## src/design/circular_deque_indexed_top_macros.svh

```systemverilog
// Assertion macros used by the deque controller RTL.
// Users must have clk and rst_n (synchronous, active low) in scope.
`ifndef CIRCULAR_DEQUE_INDEXED_TOP_MACROS_SVH
`define CIRCULAR_DEQUE_INDEXED_TOP_MACROS_SVH

// Whenever cond holds, prop must hold in the same cycle.
`define CDQ_ASSERT_IMPL(label, cond, prop) \
  label: assert property (@(posedge clk) disable iff (!rst_n) (cond) |-> (prop)) \
    else $error("%m: assertion failed");

// Whenever cond holds, prop must hold in the next cycle.
`define CDQ_ASSERT_NEXT(label, cond, prop) \
  label: assert property (@(posedge clk) disable iff (!rst_n) (cond) |=> (prop)) \
    else $error("%m: assertion failed");

`endif

```

## src/design/cdq_pkg.sv

```systemverilog
// Shared types for the indexed circular deque.
// No dependencies; imported by the controller, the top level and the testbench.
package cdq_pkg;

  typedef enum logic [1:0] {
    K_INSERT = 2'd0,
    K_REMOVE = 2'd1,
    K_GET    = 2'd2,
    K_SET    = 2'd3
  } kind_t;

  typedef enum logic [1:0] {
    ST_OK     = 2'd0,
    ST_FULL   = 2'd1,
    ST_EMPTY  = 2'd2,
    ST_BADIDX = 2'd3
  } status_t;

  typedef enum logic [1:0] {
    S_IDLE,
    S_FETCH,
    S_SHIFT,
    S_FINAL
  } state_t;

  typedef struct packed {
    logic    load;
    status_t status;
  } res_ctl_t;

endpackage

```

## src/design/cdq_ram.sv

```systemverilog
// Generic simple dual-port RAM: one write port, one read port, registered read.
// No dependencies.
module cdq_ram #(
  parameter int WIDTH = 32,
  parameter int DEPTH = 16
) (
  input  logic                     clk,
  input  logic                     we,
  input  logic [$clog2(DEPTH)-1:0] waddr,
  input  logic [WIDTH-1:0]         wdata,
  input  logic                     re,
  input  logic [$clog2(DEPTH)-1:0] raddr,
  output logic [WIDTH-1:0]         rdata
);

  logic [WIDTH-1:0] mem_r [DEPTH];
  logic [WIDTH-1:0] rdata_r;

  always_ff @(posedge clk) begin
    if (we) begin
      mem_r[waddr] <= wdata;
    end
    if (re) begin
      rdata_r <= mem_r[raddr];
    end
  end

  assign rdata = rdata_r;

endmodule

```

## src/design/cdq_ctrl.sv

```systemverilog
// Deque controller: decodes an item, sequences the word moves through the RAM
// and keeps the front pointer and count. Depends on cdq_pkg and the macro header.
`include "circular_deque_indexed_top_macros.svh"

module cdq_ctrl #(
  parameter int CAPACITY  = 16,
  parameter int WORD_BITS = 32
) (
  input  logic                            clk,
  input  logic                            rst_n,
  input  logic                            in_valid,
  output logic                            in_stall,
  input  logic [1:0]                      in_kind,
  input  logic [$clog2(CAPACITY+1)-1:0]   in_position,
  input  logic [WORD_BITS-1:0]            in_data_in,
  input  logic                            out_free,
  output cdq_pkg::res_ctl_t               res_ctl,
  output logic [WORD_BITS-1:0]            res_data,
  output logic [$clog2(CAPACITY+1)-1:0]   res_count,
  output logic                            ram_we,
  output logic [$clog2(CAPACITY)-1:0]     ram_waddr,
  output logic [WORD_BITS-1:0]            ram_wdata,
  output logic                            ram_re,
  output logic [$clog2(CAPACITY)-1:0]     ram_raddr,
  input  logic [WORD_BITS-1:0]            ram_rdata
);
  import cdq_pkg::*;

  localparam int PTR_W = $clog2(CAPACITY);
  localparam int CNT_W = $clog2(CAPACITY + 1);
  localparam logic [PTR_W-1:0] LAST_PTR = PTR_W'(CAPACITY - 1);
  localparam logic [CNT_W-1:0] CAP_CNT  = CNT_W'(CAPACITY);
  localparam logic [CNT_W-1:0] POS_NEG1 = {CNT_W{1'b1}};

  // Slot of base + off, where the sum stays below twice the capacity.
  function automatic logic [PTR_W-1:0] wrap_add(input logic [PTR_W-1:0] base,
                                                input logic [CNT_W-1:0] off);
    logic [CNT_W:0] sum;
    sum = (CNT_W+1)'(base) + (CNT_W+1)'(off);
    if (sum >= (CNT_W+1)'(CAPACITY)) begin
      sum = sum - (CNT_W+1)'(CAPACITY);
    end
    return sum[PTR_W-1:0];
  endfunction

  function automatic logic [PTR_W-1:0] ptr_inc(input logic [PTR_W-1:0] p);
    return (p == LAST_PTR) ? '0 : p + 1'b1;
  endfunction

  function automatic logic [PTR_W-1:0] ptr_dec(input logic [PTR_W-1:0] p);
    return (p == '0) ? LAST_PTR : p - 1'b1;
  endfunction

  state_t               state_r, state_nxt;
  logic [CNT_W-1:0]     held_count_r, held_count_nxt;
  logic [PTR_W-1:0]     front_r, front_nxt;
  logic                 cap_r, cap_nxt;
  logic                 pend_r, pend_nxt;
  logic [PTR_W-1:0]     pend_addr_r, pend_addr_nxt;
  logic [CNT_W-1:0]     moves_r, moves_nxt;
  logic [PTR_W-1:0]     dst_r, dst_nxt;
  logic                 up_r, up_nxt;
  logic [PTR_W-1:0]     tgt_r, tgt_nxt;
  logic                 fin_wr_r, fin_wr_nxt;
  logic [PTR_W-1:0]     new_front_r, new_front_nxt;
  logic [CNT_W-1:0]     new_count_r, new_count_nxt;
  logic [WORD_BITS-1:0] word_r, word_nxt;
  logic [WORD_BITS-1:0] data_r, data_nxt;
  status_t              status_r, status_nxt;

  // Decode of the incoming item against the current count and front.
  kind_t            kind;
  status_t          d_status;
  logic             d_ins, d_rem, d_fetch, d_setw;
  logic [CNT_W-1:0] ins_pos;
  logic             front_ins, front_rem;
  logic [PTR_W-1:0] f_dec, f_inc;
  logic [CNT_W-1:0] p_moves, p_count;
  logic [PTR_W-1:0] p_dst, p_tgt, p_front;
  logic             p_up;

  always_comb begin
    kind     = kind_t'(in_kind);
    d_status = ST_OK;
    d_ins    = 1'b0;
    d_rem    = 1'b0;
    d_fetch  = 1'b0;
    d_setw   = 1'b0;
    ins_pos  = in_position;
    unique case (kind)
      K_INSERT: begin
        if (held_count_r == CAP_CNT) begin
          d_status = ST_FULL;
        end else if (in_position > held_count_r) begin
          d_status = ST_BADIDX;
        end else begin
          d_ins = 1'b1;
        end
      end
      K_REMOVE: begin
        if (held_count_r == '0) begin
          d_status = ST_EMPTY;
        end else if (in_position >= held_count_r) begin
          d_status = ST_BADIDX;
        end else begin
          d_rem   = 1'b1;
          d_fetch = 1'b1;
        end
      end
      K_GET: begin
        if (in_position >= held_count_r) begin
          d_status = ST_BADIDX;
        end else begin
          d_fetch = 1'b1;
        end
      end
      K_SET: begin
        if (in_position < held_count_r) begin
          d_fetch = 1'b1;
          d_setw  = 1'b1;
        end else if (in_position == held_count_r || in_position == POS_NEG1) begin
          if (held_count_r == CAP_CNT) begin
            d_status = ST_FULL;
          end else begin
            d_ins   = 1'b1;
            ins_pos = (in_position == POS_NEG1) ? '0 : held_count_r;
          end
        end else begin
          d_status = ST_BADIDX;
        end
      end
    endcase

    // Shift the front side only when strictly fewer words lie in front.
    front_ins = {ins_pos, 1'b0} < {1'b0, held_count_r};
    front_rem = {in_position, 1'b1} < {1'b0, held_count_r};
    f_dec     = ptr_dec(front_r);
    f_inc     = ptr_inc(front_r);

    p_moves = '0;
    p_dst   = front_r;
    p_up    = 1'b0;
    p_tgt   = wrap_add(front_r, in_position);
    p_front = front_r;
    p_count = held_count_r;
    if (d_ins) begin
      p_count = held_count_r + 1'b1;
      if (front_ins) begin
        p_moves = ins_pos;
        p_dst   = f_dec;
        p_up    = 1'b1;
        p_tgt   = wrap_add(f_dec, ins_pos);
        p_front = f_dec;
      end else begin
        p_moves = held_count_r - ins_pos;
        p_dst   = wrap_add(front_r, held_count_r);
        p_up    = 1'b0;
        p_tgt   = wrap_add(front_r, ins_pos);
      end
    end
    if (d_rem) begin
      p_count = held_count_r - 1'b1;
      p_dst   = wrap_add(front_r, in_position);
      if (front_rem) begin
        p_moves = in_position;
        p_up    = 1'b0;
        p_front = f_inc;
      end else begin
        p_moves = held_count_r - 1'b1 - in_position;
        p_up    = 1'b1;
      end
      if (held_count_r == CNT_W'(1)) begin
        p_front = '0;
      end
    end
  end

  // Sequencer. Moves are pipelined: the read of one move overlaps the write
  // of the previous. A move reads only slots not yet written in this item,
  // so no forwarding is needed.
  always_comb begin
    state_nxt      = state_r;
    held_count_nxt = held_count_r;
    front_nxt      = front_r;
    cap_nxt        = cap_r;
    pend_nxt       = pend_r;
    pend_addr_nxt  = pend_addr_r;
    moves_nxt      = moves_r;
    dst_nxt        = dst_r;
    up_nxt         = up_r;
    tgt_nxt        = tgt_r;
    fin_wr_nxt     = fin_wr_r;
    new_front_nxt  = new_front_r;
    new_count_nxt  = new_count_r;
    word_nxt       = word_r;
    data_nxt       = data_r;
    status_nxt     = status_r;
    ram_we         = 1'b0;
    ram_waddr      = pend_addr_r;
    ram_wdata      = ram_rdata;
    ram_re         = 1'b0;
    ram_raddr      = tgt_r;
    res_ctl.load   = 1'b0;
    res_ctl.status = status_r;

    unique case (state_r)
      S_IDLE: begin
        if (in_valid && rst_n) begin
          status_nxt    = d_status;
          moves_nxt     = p_moves;
          dst_nxt       = p_dst;
          up_nxt        = p_up;
          tgt_nxt       = p_tgt;
          fin_wr_nxt    = d_ins | d_setw;
          new_front_nxt = p_front;
          new_count_nxt = p_count;
          word_nxt      = in_data_in;
          data_nxt      = '0;
          cap_nxt       = 1'b0;
          pend_nxt      = 1'b0;
          if (d_status != ST_OK) begin
            state_nxt = S_FINAL;
          end else if (d_fetch) begin
            state_nxt = S_FETCH;
          end else begin
            state_nxt = S_SHIFT;
          end
        end
      end
      S_FETCH: begin
        ram_re    = 1'b1;
        ram_raddr = tgt_r;
        cap_nxt   = 1'b1;
        state_nxt = S_SHIFT;
      end
      S_SHIFT: begin
        if (cap_r) begin
          data_nxt = ram_rdata;
        end
        cap_nxt = 1'b0;
        if (pend_r) begin
          ram_we    = 1'b1;
          ram_waddr = pend_addr_r;
          ram_wdata = ram_rdata;
        end
        if (moves_r != '0) begin
          ram_re        = 1'b1;
          ram_raddr     = up_r ? ptr_inc(dst_r) : ptr_dec(dst_r);
          pend_nxt      = 1'b1;
          pend_addr_nxt = dst_r;
          dst_nxt       = ram_raddr;
          moves_nxt     = moves_r - 1'b1;
        end else begin
          pend_nxt  = 1'b0;
          state_nxt = S_FINAL;
        end
      end
      S_FINAL: begin
        if (out_free) begin
          if (fin_wr_r) begin
            ram_we    = 1'b1;
            ram_waddr = tgt_r;
            ram_wdata = word_r;
          end
          held_count_nxt = new_count_r;
          front_nxt      = new_front_r;
          res_ctl.load   = 1'b1;
          state_nxt      = S_IDLE;
        end
      end
    endcase
  end

  always_ff @(posedge clk) begin
    if (!rst_n) begin
      state_r      <= S_IDLE;
      held_count_r <= '0;
      front_r      <= '0;
      cap_r        <= 1'b0;
      pend_r       <= 1'b0;
    end else begin
      state_r      <= state_nxt;
      held_count_r <= held_count_nxt;
      front_r      <= front_nxt;
      cap_r        <= cap_nxt;
      pend_r       <= pend_nxt;
    end
  end

  always_ff @(posedge clk) begin
    pend_addr_r <= pend_addr_nxt;
    moves_r     <= moves_nxt;
    dst_r       <= dst_nxt;
    up_r        <= up_nxt;
    tgt_r       <= tgt_nxt;
    fin_wr_r    <= fin_wr_nxt;
    new_front_r <= new_front_nxt;
    new_count_r <= new_count_nxt;
    word_r      <= word_nxt;
    data_r      <= data_nxt;
    status_r    <= status_nxt;
  end

  assign in_stall  = !rst_n || (state_r != S_IDLE);
  assign res_data  = data_r;
  assign res_count = new_count_r;

  `CDQ_ASSERT_IMPL(a_count_range, 1'b1, held_count_r <= CAP_CNT)
  `CDQ_ASSERT_IMPL(a_empty_front, held_count_r == '0, front_r == '0)
  `CDQ_ASSERT_IMPL(a_no_rw_clash, ram_we && ram_re, ram_waddr != ram_raddr)
  `CDQ_ASSERT_NEXT(a_count_hold, state_r != S_FINAL, $stable(held_count_r))
  `CDQ_ASSERT_IMPL(a_cap_no_pend, cap_r, !pend_r)

endmodule

```

## src/design/circular_deque_indexed_top.sv

```systemverilog
// Indexed circular deque: a fixed-capacity deque of words held in one RAM.
//
// Input channel (in_valid / in_stall): each item carries an operation kind
// (insert, remove, get, set), a logical position counted from the front, and
// a data word. An item is taken on a clock edge with in_valid high and
// in_stall low. Output channel (out_valid / out_stall): one result item per
// input item with the removed, read or replaced word, a status code and the
// count of words held afterwards.
//
// Items are processed one at a time. A rejected item goes straight to its result,
// a get or a replacing set first reads its word, an insert moves m words, and a
// remove reads its word and then moves m, where m is at most CAPACITY/2. The move
// count sets the pace: each moved word needs a write on the single write port.
//
// The result sits in an output register; a new item is accepted while it
// waits. If the receiver stalls, the next item completes its moves and then
// holds in its last step until the output register frees.
//
// Reset (synchronous, active low) empties the deque and sets the front
// pointer to zero. Slot contents are not cleared; only held words are read.
module circular_deque_indexed_top #(
  parameter int CAPACITY  = 16,
  parameter int WORD_BITS = 32
) (
  input  logic                          clk,
  input  logic                          rst_n,
  input  logic                          in_valid,
  output logic                          in_stall,
  input  logic [1:0]                    in_kind,
  input  logic [$clog2(CAPACITY+1)-1:0] in_position,
  input  logic [WORD_BITS-1:0]          in_data_in,
  output logic                          out_valid,
  input  logic                          out_stall,
  output logic [WORD_BITS-1:0]          out_data_out,
  output logic [1:0]                    out_status,
  output logic [$clog2(CAPACITY+1)-1:0] out_count
);
  import cdq_pkg::*;

  localparam int PTR_W = $clog2(CAPACITY);
  localparam int CNT_W = $clog2(CAPACITY + 1);

  res_ctl_t             res_ctl;
  logic [WORD_BITS-1:0] res_data;
  logic [CNT_W-1:0]     res_count;
  logic                 out_free;

  logic                 ram_we;
  logic [PTR_W-1:0]     ram_waddr;
  logic [WORD_BITS-1:0] ram_wdata;
  logic                 ram_re;
  logic [PTR_W-1:0]     ram_raddr;
  logic [WORD_BITS-1:0] ram_rdata;

  // Output register state.
  logic                 out_valid_r, out_valid_nxt;
  logic [WORD_BITS-1:0] out_data_r;
  status_t              out_status_r;
  logic [CNT_W-1:0]     out_count_r;

  cdq_ram #(
    .WIDTH (WORD_BITS),
    .DEPTH (CAPACITY)
  ) u_slots (
    .clk   (clk),
    .we    (ram_we),
    .waddr (ram_waddr),
    .wdata (ram_wdata),
    .re    (ram_re),
    .raddr (ram_raddr),
    .rdata (ram_rdata)
  );

  cdq_ctrl #(
    .CAPACITY  (CAPACITY),
    .WORD_BITS (WORD_BITS)
  ) u_ctrl (
    .clk         (clk),
    .rst_n       (rst_n),
    .in_valid    (in_valid),
    .in_stall    (in_stall),
    .in_kind     (in_kind),
    .in_position (in_position),
    .in_data_in  (in_data_in),
    .out_free    (out_free),
    .res_ctl     (res_ctl),
    .res_data    (res_data),
    .res_count   (res_count),
    .ram_we      (ram_we),
    .ram_waddr   (ram_waddr),
    .ram_wdata   (ram_wdata),
    .ram_re      (ram_re),
    .ram_raddr   (ram_raddr),
    .ram_rdata   (ram_rdata)
  );

  // The output register can take a new result when empty or when its
  // current item leaves on this edge.
  assign out_free = !out_valid_r || !out_stall;

  always_comb begin
    out_valid_nxt = out_valid_r && out_stall;
    if (res_ctl.load) begin
      out_valid_nxt = 1'b1;
    end
  end

  always_ff @(posedge clk) begin
    if (!rst_n) begin
      out_valid_r <= 1'b0;
    end else begin
      out_valid_r <= out_valid_nxt;
    end
  end

  always_ff @(posedge clk) begin
    if (res_ctl.load) begin
      out_data_r   <= res_data;
      out_status_r <= res_ctl.status;
      out_count_r  <= res_count;
    end
  end

  assign out_valid    = out_valid_r;
  assign out_data_out = out_data_r;
  assign out_status   = out_status_r;
  assign out_count    = out_count_r;

endmodule

```

## config.mk

```make
export PLATFORM = sky130hd
export DESIGN_NAME = circular_deque_indexed_top
export DESIGN_NICKNAME = d
export VERILOG_FILES = /design/src/design/cdq_pkg.sv /design/src/design/cdq_ram.sv /design/src/design/cdq_ctrl.sv /design/src/design/circular_deque_indexed_top.sv
export VERILOG_INCLUDE_DIRS = /design/src /design/src/design
export SDC_FILE = /design/constraint.sdc
export NUM_CORES = 1
export LEC_CHECK = 0
export BUFFER_PORTS_ARGS = -buffer_cell sky130_fd_sc_hd__buf_2
export CAP_MARGIN = 30
export CORE_MARGIN = 5
export CORE_UTILIZATION = 45
export CTS_BUF_LIST = sky130_fd_sc_hd__clkbuf_8
export CTS_CLUSTER_DIAMETER = 100
export DETAILED_ROUTE_END_ITERATION = 10
export PLACE_DENSITY = 0.71
export SLEW_MARGIN = 20
export SYNTH_ARGS = -nofsm -noshare
export SYNTH_HDL_FRONTEND = slang
export SYNTH_SLANG_ARGS = --single-unit
```

## constraint.sdc

```tcl
create_clock -name clk -period 5.5 [get_ports clk]
set_input_delay 1.1 -clock clk [delete_from_list [all_inputs] [get_ports clk]]
set_output_delay 1.1 -clock clk [all_outputs]
set_load 0.05 [all_outputs]
```

## Word level (Yosys, flattened, before mapping)

Memories as Yosys holds them, arrays and structs flattened. A register that Yosys moved wholly into a read port is not among the register bits.
Cells that the tools add are included.
W data, S select, Z words.

| word-level totals | value |
|---|---|
| bits in registers | 147 |
| RAM bits | 512 |
| input port bits | 43 |
| output and inout port bits | 41 |
| logic and storage cells | 182 |
| memories | 1 |

Memory list:

| memory | words | width | read ports | clocked after memory_dff | wr ports | line | RTL |
|---|---|---|---|---|---|---|---|
| u_slots.mem_r | 16 | 32 | 1 | 1 | 1 | cdq_ram.sv:16 | `logic [WIDTH-1:0] mem_r [DEPTH];` |

| operators by class | value |
|---|---|
| add/subtract/negate cells | 17 |
| $lt $le $gt $ge | 9 |
| eq/ne operators | 17 |
| mux-type cells | 91 |
| bitwise logic cells | 1 |
| reduce and logical (&&, ||, !) cells | 26 |

Operator list:

| cell | number |
|---|---|
| $mux W32 | 5 |
| $mux W4 | 26 |
| $mux W5 | 13 |
| $pmux W32 S2 | 1 |
| $mux W1 | 25 |
| $add A4 B5 Y6 | 4 |
| $ge A6 B5 Y1 const B | 4 |
| $sub A4 B1 Y4 const B | 6 |
| $mux W2 | 11 |
| $pmux W2 S4 | 2 |
| $lt A6 B5 Y1 | 2 |
| $eq A5 B5 Y1 const B | 2 |
| $pmux W5 S2 | 1 |
| $reduce_and A2 Y1 | 5 |
| $sub A5 B1 Y5 const B | 2 |
| $sub A5 B5 Y5 | 2 |
| $reduce_and A3 Y1 | 3 |
| $add A4 B1 Y4 const B | 2 |
| $eq A2 B2 Y1 const B | 4 |
| $eq A4 B4 Y1 const B | 2 |
| $logic_not A4 Y1 | 2 |
| $pmux W1 S2 | 4 |
| $pmux W4 S2 | 1 |
| $ne A2 B1 Y1 const B | 3 |
| 18 further kinds | 29 |

## Longest topological paths before layout

Gate-level depths: netlist (run 1).

| logic depth | value |
|---|---|
| depth in word-level cells | 12 |
| gate-level depth with buffers | 25 |
| gate-level depth less buffers | 23 |

## Cells and area by module

Synthesis (run 1) repeated with hierarchy kept, for this count alone.

| second synthesis, totals | value |
|---|---|
| cells, all modules | 1496 |
| area, all modules | 27970.6 µm² |

Modules (own cells, without submodules):

| module | instances | cells each | area each (µm²) | sequential area each (µm²) |
|---|---|---|---|---|
| cdq_ram | 1 | 838 | 20155.6 | 16335.7 |
| cdq_ctrl | 1 | 615 | 6608.8 | 3083.0 |
| circular_deque_indexed_top | 1 | 43 | 1206.2 | 1191.1 |

## Worst setup path before layout (run 1)

OpenSTA, ideal clock, no wires.

| path | value |
|---|---|
| path kind | input to register |
| from | in in_position[3] |
| to | reg u_ctrl.tgt_r[3], data pin |
| setup time | 261 ps |
| data arrival time | 4989 ps |
| required time | 5239 ps |
| path slack | 249 ps |
| stages on the path | 23 |
| buffers on the path | 1 |
| cells stage by stage | ha_1 > and3_1 > o21a_4 > o31ai_4 > nor3_2 > nor2_1 > a31oi_1 > inv_1 > ha_1 > o21ai_0 > a21oi_1 > o21ai_0 > nand2_1 > nor3_2 > buf_2 > nor2_1 > a21oi_1 > ha_1 > a21o_1 > a21oi_1 > xnor2_1 > xnor2_1 > a21oi_1 |

| between the ends | value |
|---|---|
| word-level cells in the longest chain between the ends | 11 |
| elaborated cells on any way between the ends | 30 |
| classes of those cells | add/sub: 6; order compare: 6; eq/ne: 2; mux: 15; reduce/logical: 1 |

Ends and longest elaborated chain:

| item | line | RTL |
|---|---|---|
| start, declared | circular_deque_indexed_top.sv:30 | `input logic [$clog2(CAPACITY+1)-1:0] in_position,` |
| $eq A5 B5 Y1 | cdq_ctrl.sv:121, cdq_ctrl.sv:126 |  |
| $mux W5 | cdq_ctrl.sv:126 | `ins_pos = (in_position == POS_NEG1) ? '0 : held_count_r;` |
| $mux W5 | cdq_ctrl.sv:122 | `if (held_count_r == CAP_CNT) begin` |
| $mux W5 | cdq_ctrl.sv:121 | `end else if (in_position == held_count_r \|\| in_position == POS_NEG1) begin` |
| $mux W5 | cdq_ctrl.sv:118 | `if (in_position < held_count_r) begin` |
| $mux W5 | cdq_ctrl.sv:90 | `unique case (kind)` |
| $add A4 B5 Y6 | cdq_ctrl.sv:39 | `sum = (CNT_W+1)'(base) + (CNT_W+1)'(off);` |
| $ge A6 B5 Y1 or $sub A4 B1 Y4 (tied branches) | cdq_ctrl.sv:40, cdq_ctrl.sv:41 |  |
| $mux W4 | cdq_ctrl.sv:40 | `if (sum >= (CNT_W+1)'(CAPACITY)) begin` |
| $mux W4 | cdq_ctrl.sv:148 | `if (front_ins) begin` |
| $mux W4 (*) | cdq_ctrl.sv:146 | `if (d_ins) begin` |
| via u_ctrl.p_tgt[3] | cdq_ctrl.sv:79 | `logic [PTR_W-1:0] p_dst, p_tgt, p_front;` |
| end signal, assigned | cdq_ctrl.sv:295 | `tgt_r <= tgt_nxt;` |
| end, declared | cdq_ctrl.sv:63 | `logic [PTR_W-1:0] tgt_r, tgt_nxt;` |

Mark *: on every way through the listed nets, which the timed path passes. The rest lies on a longest branch.
A chain may end at the register's enable or synchronous reset.

## Worst setup path in the final report (run 1)

| path | value |
|---|---|
| from | reg u_ctrl.held_count_r[4] |
| to | reg u_ctrl.tgt_r[3], data pin |

| between the ends | value |
|---|---|
| word-level cells in the longest chain between the ends | 10 |
| elaborated cells on any way between the ends | 27 |
| classes of those cells | add/sub: 4; order compare: 5; eq/ne: 2; mux: 15; reduce/logical: 1 |

Ends and longest elaborated chain:

| item | line | RTL |
|---|---|---|
| start, declared | cdq_ctrl.sv:55 | `logic [CNT_W-1:0] held_count_r, held_count_nxt;` |
| start signal, assigned | cdq_ctrl.sv:283 | `held_count_r <= held_count_nxt;` |
| $eq A5 B5 Y1, or another cell as far along | cdq_ctrl.sv:92, cdq_ctrl.sv:122 |  |
| $mux W5 or $logic_or A1 B1 Y1 (tied branches) | cdq_ctrl.sv:122, cdq_ctrl.sv:121 |  |
| $mux W5 | cdq_ctrl.sv:121 |  |
| $mux W5 | cdq_ctrl.sv:118 |  |
| $mux W5 | cdq_ctrl.sv:90 |  |
| $add A4 B5 Y6 | cdq_ctrl.sv:39 |  |
| $ge A6 B5 Y1 or $sub A4 B1 Y4 (tied branches) | cdq_ctrl.sv:40, cdq_ctrl.sv:41 |  |
| $mux W4 | cdq_ctrl.sv:40 |  |
| $mux W4 | cdq_ctrl.sv:148 |  |
| $mux W4 (*) | cdq_ctrl.sv:146 |  |
| via u_ctrl.p_tgt[3] | cdq_ctrl.sv:79 |  |

Marked as above.

==> flow_metrics.py, run 1 <==
metrics = {
    "logic_synthesis": {
        "synth.distinct_cells": 68,
        "syn_inst": 1747,
        "synth_top_area_share": 0.6914,
        "async_flop_share": 0,
        "synthTopCellsByArea": "edfxtp_1, mux2i_1, ha_1",
        "synth_nets": 1845,
        "ys_seq_elements": 691,
        "synth-edff-count": 677,
        "synth.largest_area_cell": "edfxtp_1",
        "yosysSeqAreaShare": 0.7009,
        "avgSynthCellArea_um2": 16.83,
        "syn_area_um2": 29400,
        "yosysWarnings": 0,
        "synth_ff_type": "edfxtp_1",
    },
    "pwr": {
        "p_leak_nw": 12.42,
        "peakVddDrop_mv": 0.3139,
        "power_density_nw_per_um2": 452.7,
        "total_power_mw": 15.05,
    },
    "detailed_routing": {
        "drt_iter0_drc": 1129,
        "drcViolationCount": 0,
        "antenna_left": 0,
        "drt-vias-per-instance": 5.413,
        "avgRoutedWirePerCell_um": 22.46,
        "vias": 15480,
        "firstDrtPassIters": 5,
        "routed_wl_mm": 64.22,
    },
    "clocking": {
        "cts_setup_buffers": 0,
        "cts.sinks": 691,
        "cts_resized": 0,
        "cts_hold_buf": 0,
        "clockBufferDepth": 3,
        "clk_pin_slew_ns": 0.06,
        "numCtsBuffers": 108,
        "cts_tree": "yes",
        "htree_levels": 3,
        "cts-root-buf": "clkbuf_8",
        "clock_latency_ns": 0.72,
    },
    "timing": {
        "worst_pin_slew_ns": 1.100,
        "finClkSkew_ns": 0.05611,
        "fin_tns_setup_ns": 0,
        "setup_ws_ns": 0.5164,
        "rsz0062_at_grt": "no",
        "slew_violations": 0,
        "fin_crit_ns": 4.984,
        "holdWs_ns": 0.4120,
        "finalSetupViolCount": 0,
        "final_hold_viol_count": 0,
        "slew_headroom": 0.2665,
        "max_freq_mhz": 200.7,
        "final.period_utilization": 0.9061,
    },
    "place": {
        "dp.cells": 2654,
        "dpl_cell_area_um2": 31130,
        "gp_congestion": 0.8716,
        "numPortBuffers": 83,
        "post-place-ws_ns": 0.05612,
        "hpwl_mm": 34.61,
    },
    "grt": {
        "antenna_found_initial": 0,
        "grt_pass1_vias": 15830,
        "grt_pass1_wl_mm": 96.21,
        "overflow": 0,
        "grt_max_degree": 129,
        "grt.total_usage": 0.1780,
    },
    "critical_path": {
        "worstSetupPathType": "flop to flop",
        "reg2reg_slack_ns": 0.52,
        "r2r_start": "u_ctrl.held_count_r[4]$_SDFFE_PN0P_",
        "end_kind": "flop",
        "arrival_ns": 5.43,
        "rr_endpoint": "u_ctrl.tgt_r[3]$_DFFE_PP_",
        "required_ns": 5.94,
        "cp-endpoint": "u_ctrl.tgt_r[3]$_DFFE_PP_",
        "crit_start": "u_ctrl.held_count_r[4]$_SDFFE_PN0P_",
        "ff2ff_path_depth": 23,
        "crit_path_start_kind": "flop",
        "crit_fanout": 9,
    },
    "floorplanning": {
        "die_h_um": 265.6,
        "die_x_um": 265.6,
        "dieArea_um2": 70560,
        "fp.coreArea_um2": 64580,
        "initial_core_util": 0.4553,
        "rows": 93,
        "pin_count": 84,
    },
    "layout": {
        "n_fill_cell": 5254,
        "stdcell_count": 2860,
        "final_area_um2": 33230,
        "diodes": 0,
        "layout-drive-gt1-share": 0.1736,
        "multi_input_area_um2": 8377,
        "seqCellArea_um2": 20610,
        "final_nets": 2009,
        "utilization": 0.5146,
        "area_delta_synth_final_pct": 13.02,
    },
    "job": {
        "cap_viol_max_count": 0,
    },
    "min_path": {
        "hp-class": "flop to flop",
    },
    "run_status": {
        "status": "finished clean",
    },
}
registers in the layout (all words and copies together), names as in the netlist, 5 cells and up:
signal / cells
u_slots.mem_r: 512
out_data_out: 32
u_ctrl.res_data: 32
u_ctrl.word_r: 32
u_slots.rdata: 32
out_count: 5
u_ctrl.held_count_r: 5
u_ctrl.moves_r: 5
u_ctrl.res_count: 5
cell usage after synthesis, types with 4 or more instances:
master / instances
a21boi_0: 10
a21o_1: 10
a21oi_1: 35
a31oi_1: 17
and2_1: 35
and3_1: 9
buf_1: 5
buf_2: 30
buf_4: 26
clkbuf_1: 20
dfxtp_1: 14
edfxtp_1: 677
fa_1: 5
ha_1: 50
inv_1: 41
mux2_2: 37
mux2i_1: 492
nand2_1: 46
nand2b_1: 7
nand3_1: 11
nor2_1: 44
nor2b_1: 4
nor3_1: 8
nor3b_1: 7
o21ai_0: 17
o22ai_1: 4
xnor2_1: 16
xor2_1: 9
metal layers:
metal / vias up / routed length (µm) / track usage
li1: 7104 / - / -
met1: 7861 / 28360 / 0.2389
met2: 407 / 31320 / 0.2990
met3: 110 / 3061 / 0.02895
met4: 0 / 1482 / 0.05941
met5: - / 0 / 0
layout by cell type, fill, tap and decap left out, drive strengths merged, types with 9 or more instances in the layout:
cell type | synthesis | routed
edfxtp | 677 | 677
mux2i | 493 | 493
buf | 61 | 135
clkbuf | 20 | 112
inv | 41 | 74
clkinv | 0 | 51
ha | 50 | 50
nand2 | 47 | 47
nor2 | 46 | 46
mux2 | 37 | 37
and2 | 35 | 35
a21oi | 35 | 35
o21ai | 20 | 20
a31oi | 17 | 17
xnor2 | 16 | 16
dfxtp | 14 | 14
nand3 | 12 | 12
a21boi | 12 | 12
nor3 | 12 | 12
a21o | 10 | 10
xor2 | 9 | 9
and3 | 9 | 9
critical path, cell delays in order (launching register included):
cell,delay [ns]
dfxtp_1,0.50
inv_1,0.23
ha_1,0.33
and3_1,0.20
o21a_4,0.18
o31ai_4,0.08
nor3_2,0.39
nor2_1,0.07
a31oi_1,0.22
inv_1,0.12
ha_1,0.28
o21ai_0,0.16
a21oi_1,0.06
o21ai_0,0.14
nand2_1,0.10
nor3_2,0.36
nand3_1,0.16
a21boi_1,0.18
ha_1,0.24
a21o_1,0.16
a21oi_1,0.18
xnor2_1,0.15
xnor2_1,0.14
a21oi_1,0.09
worst min-delay path by stage:
stage / startpoint / to / slack (ns) / cells after the start
final: u_ctrl.res_data[3]$_SDFFCE_PN0P_ / out_data_out[3]$_DFFE_PP_ / 0.41 / 0
after global routing: u_ctrl.res_data[4]$_SDFFCE_PN0P_ / out_data_out[4]$_DFFE_PP_ / 0.42 / 0
after CTS: u_ctrl.res_data[3]$_SDFFCE_PN0P_ / out_data_out[3]$_DFFE_PP_ / 0.41 / 0
after detailed placement: u_ctrl.res_data[2]$_SDFFCE_PN0P_ / out_data_out[2]$_DFFE_PP_ / 0.40 / 0
after global placement: u_ctrl.res_data[4]$_SDFFCE_PN0P_ / out_data_out[4]$_DFFE_PP_ / 0.40 / 0
after floorplan: u_ctrl.res_data[0]$_SDFFCE_PN0P_ / out_data_out[0]$_DFFE_PP_ / 0.40 / 0
power by group:
| part | leakage (nW) | switching [mW] | internal (mW) |
|---|---|---|---|
| Clock | 1.17 | 1.99 | 2.14 |
| Combinational | 5.00 | 2.51 | 1.58 |
| Sequential | 6.25 | 0.161 | 6.67 |
kinds of logic (layout without fill, tap and decap cells):
group / Yosys count / in the layout / synth area share
flip-flops: 691 / 691 / 0.7009
multiplexers: 530 / 530 / 0.1821
AND/OR/NAND/NOR: 189 / 189 / 0.03323
AO/OA/AOI/OAI: 135 / 135 / 0.03145
buffers and inverters: 122 / 380 / 0.02017
XOR/XNOR: 25 / 25 / 0.007446
adder cells (fa/ha/maj): 55 / 55 / 0.02468
area by class of cell:
cell class,instances,area share
flip-flops and latches,691,0.6202
clock inverters,92,0.01660
repair buffers,135,0.02794
multi-input cells,934,0.2521
well taps,855,0.03219
clock buffers,112,0.04639
inverters,41,0.004631
(Power assumes the default switching activity.)
==> run 2: changes to the inputs <==
- PLACE_DENSITY: 0.71 -> 0.69
- clock period: 5.5 -> 5.07 ns (I/O delays scaled with it)
==> flow_metrics.py, run 2 (synthesis results as in run 1) <==
metrics = {
    "run_status": {
        "status": "finished clean",
    },
    "layout": {
        "seqCellArea_um2": 20610,
        "stdcell_count": 2866,
        "area_delta_synth_final_pct": 12.88,
        "regMostFlops": "u_slots.mem_r",
        "n_fill_cell": 5285,
        "mostFrequentLayoutCells": "edfxtp_1, mux2i_1, clkbuf_8",
        "final_nets": 2027,
        "final_area_um2": 33190,
        "layout-drive-gt1-share": 0.1752,
        "multi_input_area_um2": 8389,
        "final_common_cell": "edfxtp_1",
        "largest_reg_flops": 512,
    },
    "timing": {
        "fin_crit_ns": 4.466,
        "slew_headroom": 0.3251,
        "slew_violations": 0,
        "final.period_utilization": 0.8809,
        "worst_pin_slew_ns": 1.008,
        "finalSetupViolCount": 0,
        "final_hold_viol_count": 0,
        "rsz0062_at_grt": "no",
        "holdWs_ns": 0.4182,
        "finClkSkew_ns": 0.04628,
        "max_freq_mhz": 223.9,
    },
    "clocking": {
        "clockBufferDepth": 3,
        "clock_latency_ns": 0.70,
        "cts-root-buf": "clkbuf_8",
        "cts.sinks": 691,
        "numCtsBuffers": 107,
        "htree_levels": 3,
        "cts_setup_buffers": 0,
        "cts_resized": 0,
        "cts_hold_buf": 0,
        "clk_pin_slew_ns": 0.06,
        "cts_tree": "yes",
    },
    "floorplanning": {
        "dieArea_um2": 70560,
        "fp.coreArea_um2": 64580,
        "initial_core_util": 0.4553,
        "die_h_um": 265.6,
        "pin_count": 84,
        "die_x_um": 265.6,
        "rows": 93,
    },
    "grt": {
        "grt_pass1_vias": 15770,
        "grt_max_degree": 83,
        "overflow": 0,
        "antenna_found_initial": 1,
        "grt.total_usage": 0.1771,
        "grt_pass1_wl_mm": 95.54,
    },
    "min_path": {
        "holdPathStages": 0,
        "hp-class": "flop to flop",
        "hold_end": "out_data_out[31]$_DFFE_PP_",
        "min_from": "u_ctrl.res_data[31]$_SDFFCE_PN0P_",
    },
    "critical_path": {
        "rr_endpoint": "u_ctrl.tgt_r[2]$_DFFE_PP_",
        "worstSetupPathType": "flop to flop",
        "crit_fanout": 5,
        "crit_path_start_kind": "flop",
        "end_kind": "flop",
        "ff2ff_path_depth": 22,
        "required_ns": 5.51,
        "r2r_start": "u_ctrl.held_count_r[3]$_SDFFE_PN0P_",
        "reg2reg_slack_ns": 0.60,
        "arrival_ns": 4.91,
    },
    "detailed_routing": {
        "route.met2.wl_mm": 31.05,
        "firstDrtPassIters": 5,
        "vias": 15410,
        "routed_wl_mm": 63.52,
        "dr.max_layer_used": "met4",
        "avgRoutedWirePerCell_um": 22.16,
        "drt_iter0_drc": 1196,
        "drcViolationCount": 0,
        "wl_met1_mm": 27.67,
        "wl_met3_mm": 3.320,
        "antenna_left": 0,
        "drt-vias-per-instance": 5.377,
    },
    "place": {
        "dpl_cell_area_um2": 31310,
        "gp_congestion": 0.8672,
        "numPortBuffers": 83,
        "dp.cells": 2673,
        "hpwl_mm": 35.96,
    },
    "job": {
        "cap_viol_max_count": 0,
    },
    "pwr": {
        "p_leak_nw": 12.47,
        "power_density_nw_per_um2": 480.3,
        "peakVddDrop_mv": 0.2833,
    },
}
==> run 2: how the worst max path moves through the flow <==
| stage | endpoint | startpoint | cells after the start |
|---|---|---|---|
| 2_1_floorplan | u_ctrl.tgt_r[3]$_DFFE_PP_ | in_position[3] | 23 |
| 3_3_place_gp | u_ctrl.tgt_r[2]$_DFFE_PP_ | in_position[3] | 22 |
| 3_5_place_dp | u_ctrl.tgt_r[2]$_DFFE_PP_ | in_position[3] | 21 |
| 4_1_cts | u_ctrl.tgt_r[2]$_DFFE_PP_ | u_ctrl.held_count_r[3]$_SDFFE_PN0P_ | 22 |
| 5_1_grt | u_ctrl.tgt_r[2]$_DFFE_PP_ | u_ctrl.held_count_r[3]$_SDFFE_PN0P_ | 22 |
| 6_report | u_ctrl.tgt_r[2]$_DFFE_PP_ | u_ctrl.held_count_r[3]$_SDFFE_PN0P_ | 22 |
==> run 2: report_power, final <==
group          switching, mW  internal [mW]
clock                   2.07           2.03
combinational           2.73           1.71
sequential             0.169           7.24
total                   4.97           11.0
==> run 2: per-stage QoR <==
step                      setup WS [ns]  total power [mW]    TNS, ns    util
after global placement         0.005672             11.85          0  0.4848
after floorplan                 0.04679             10.77          0       -
final                            0.6040             15.94          0  0.5140
after detailed placement      -0.008257             11.97  -0.008257  0.4848
after global routing             0.2961             16.71          0  0.5139
after CTS                        0.6200             16.08          0  0.5137
==> run 2: routing by layer <==
metal	vias up	global-route usage
met5	-	0
met4	0	0.06011
met3	106	0.03071
met2	413	0.2959
met1	7769	0.2375
li1	7122	-
==> run 2: cell type report <==
type	instances	area share
Sequential cell	691	0.6209
Multi-Input combinational cell	934	0.2528
Clock buffer	108	0.04478
Timing Repair Buffer	154	0.03302
Tap cell	855	0.03223
Clock inverter	81	0.01150
Inverter	41	0.004637
Antenna cell	2	0.0001508
==> run 2: critical path, cell delays in order (launching register included) <==
cell and delay (ns):
dfxtp_1 0.32, inv_1 0.15, ha_1 0.34, and3_1 0.20, o21a_4 0.16, o31ai_4 0.06
nor3_2 0.33, nor2_1 0.09, a31oi_2 0.18, inv_1 0.09, ha_1 0.27, o21ai_0 0.15
a21oi_1 0.06, o21ai_0 0.14, nand2_1 0.12, or3_1 0.35, a21boi_1 0.23, ha_1 0.21
inv_1 0.07, fa_1 0.41, xnor2_1 0.14, nand2_1 0.06, o21ai_0 0.08
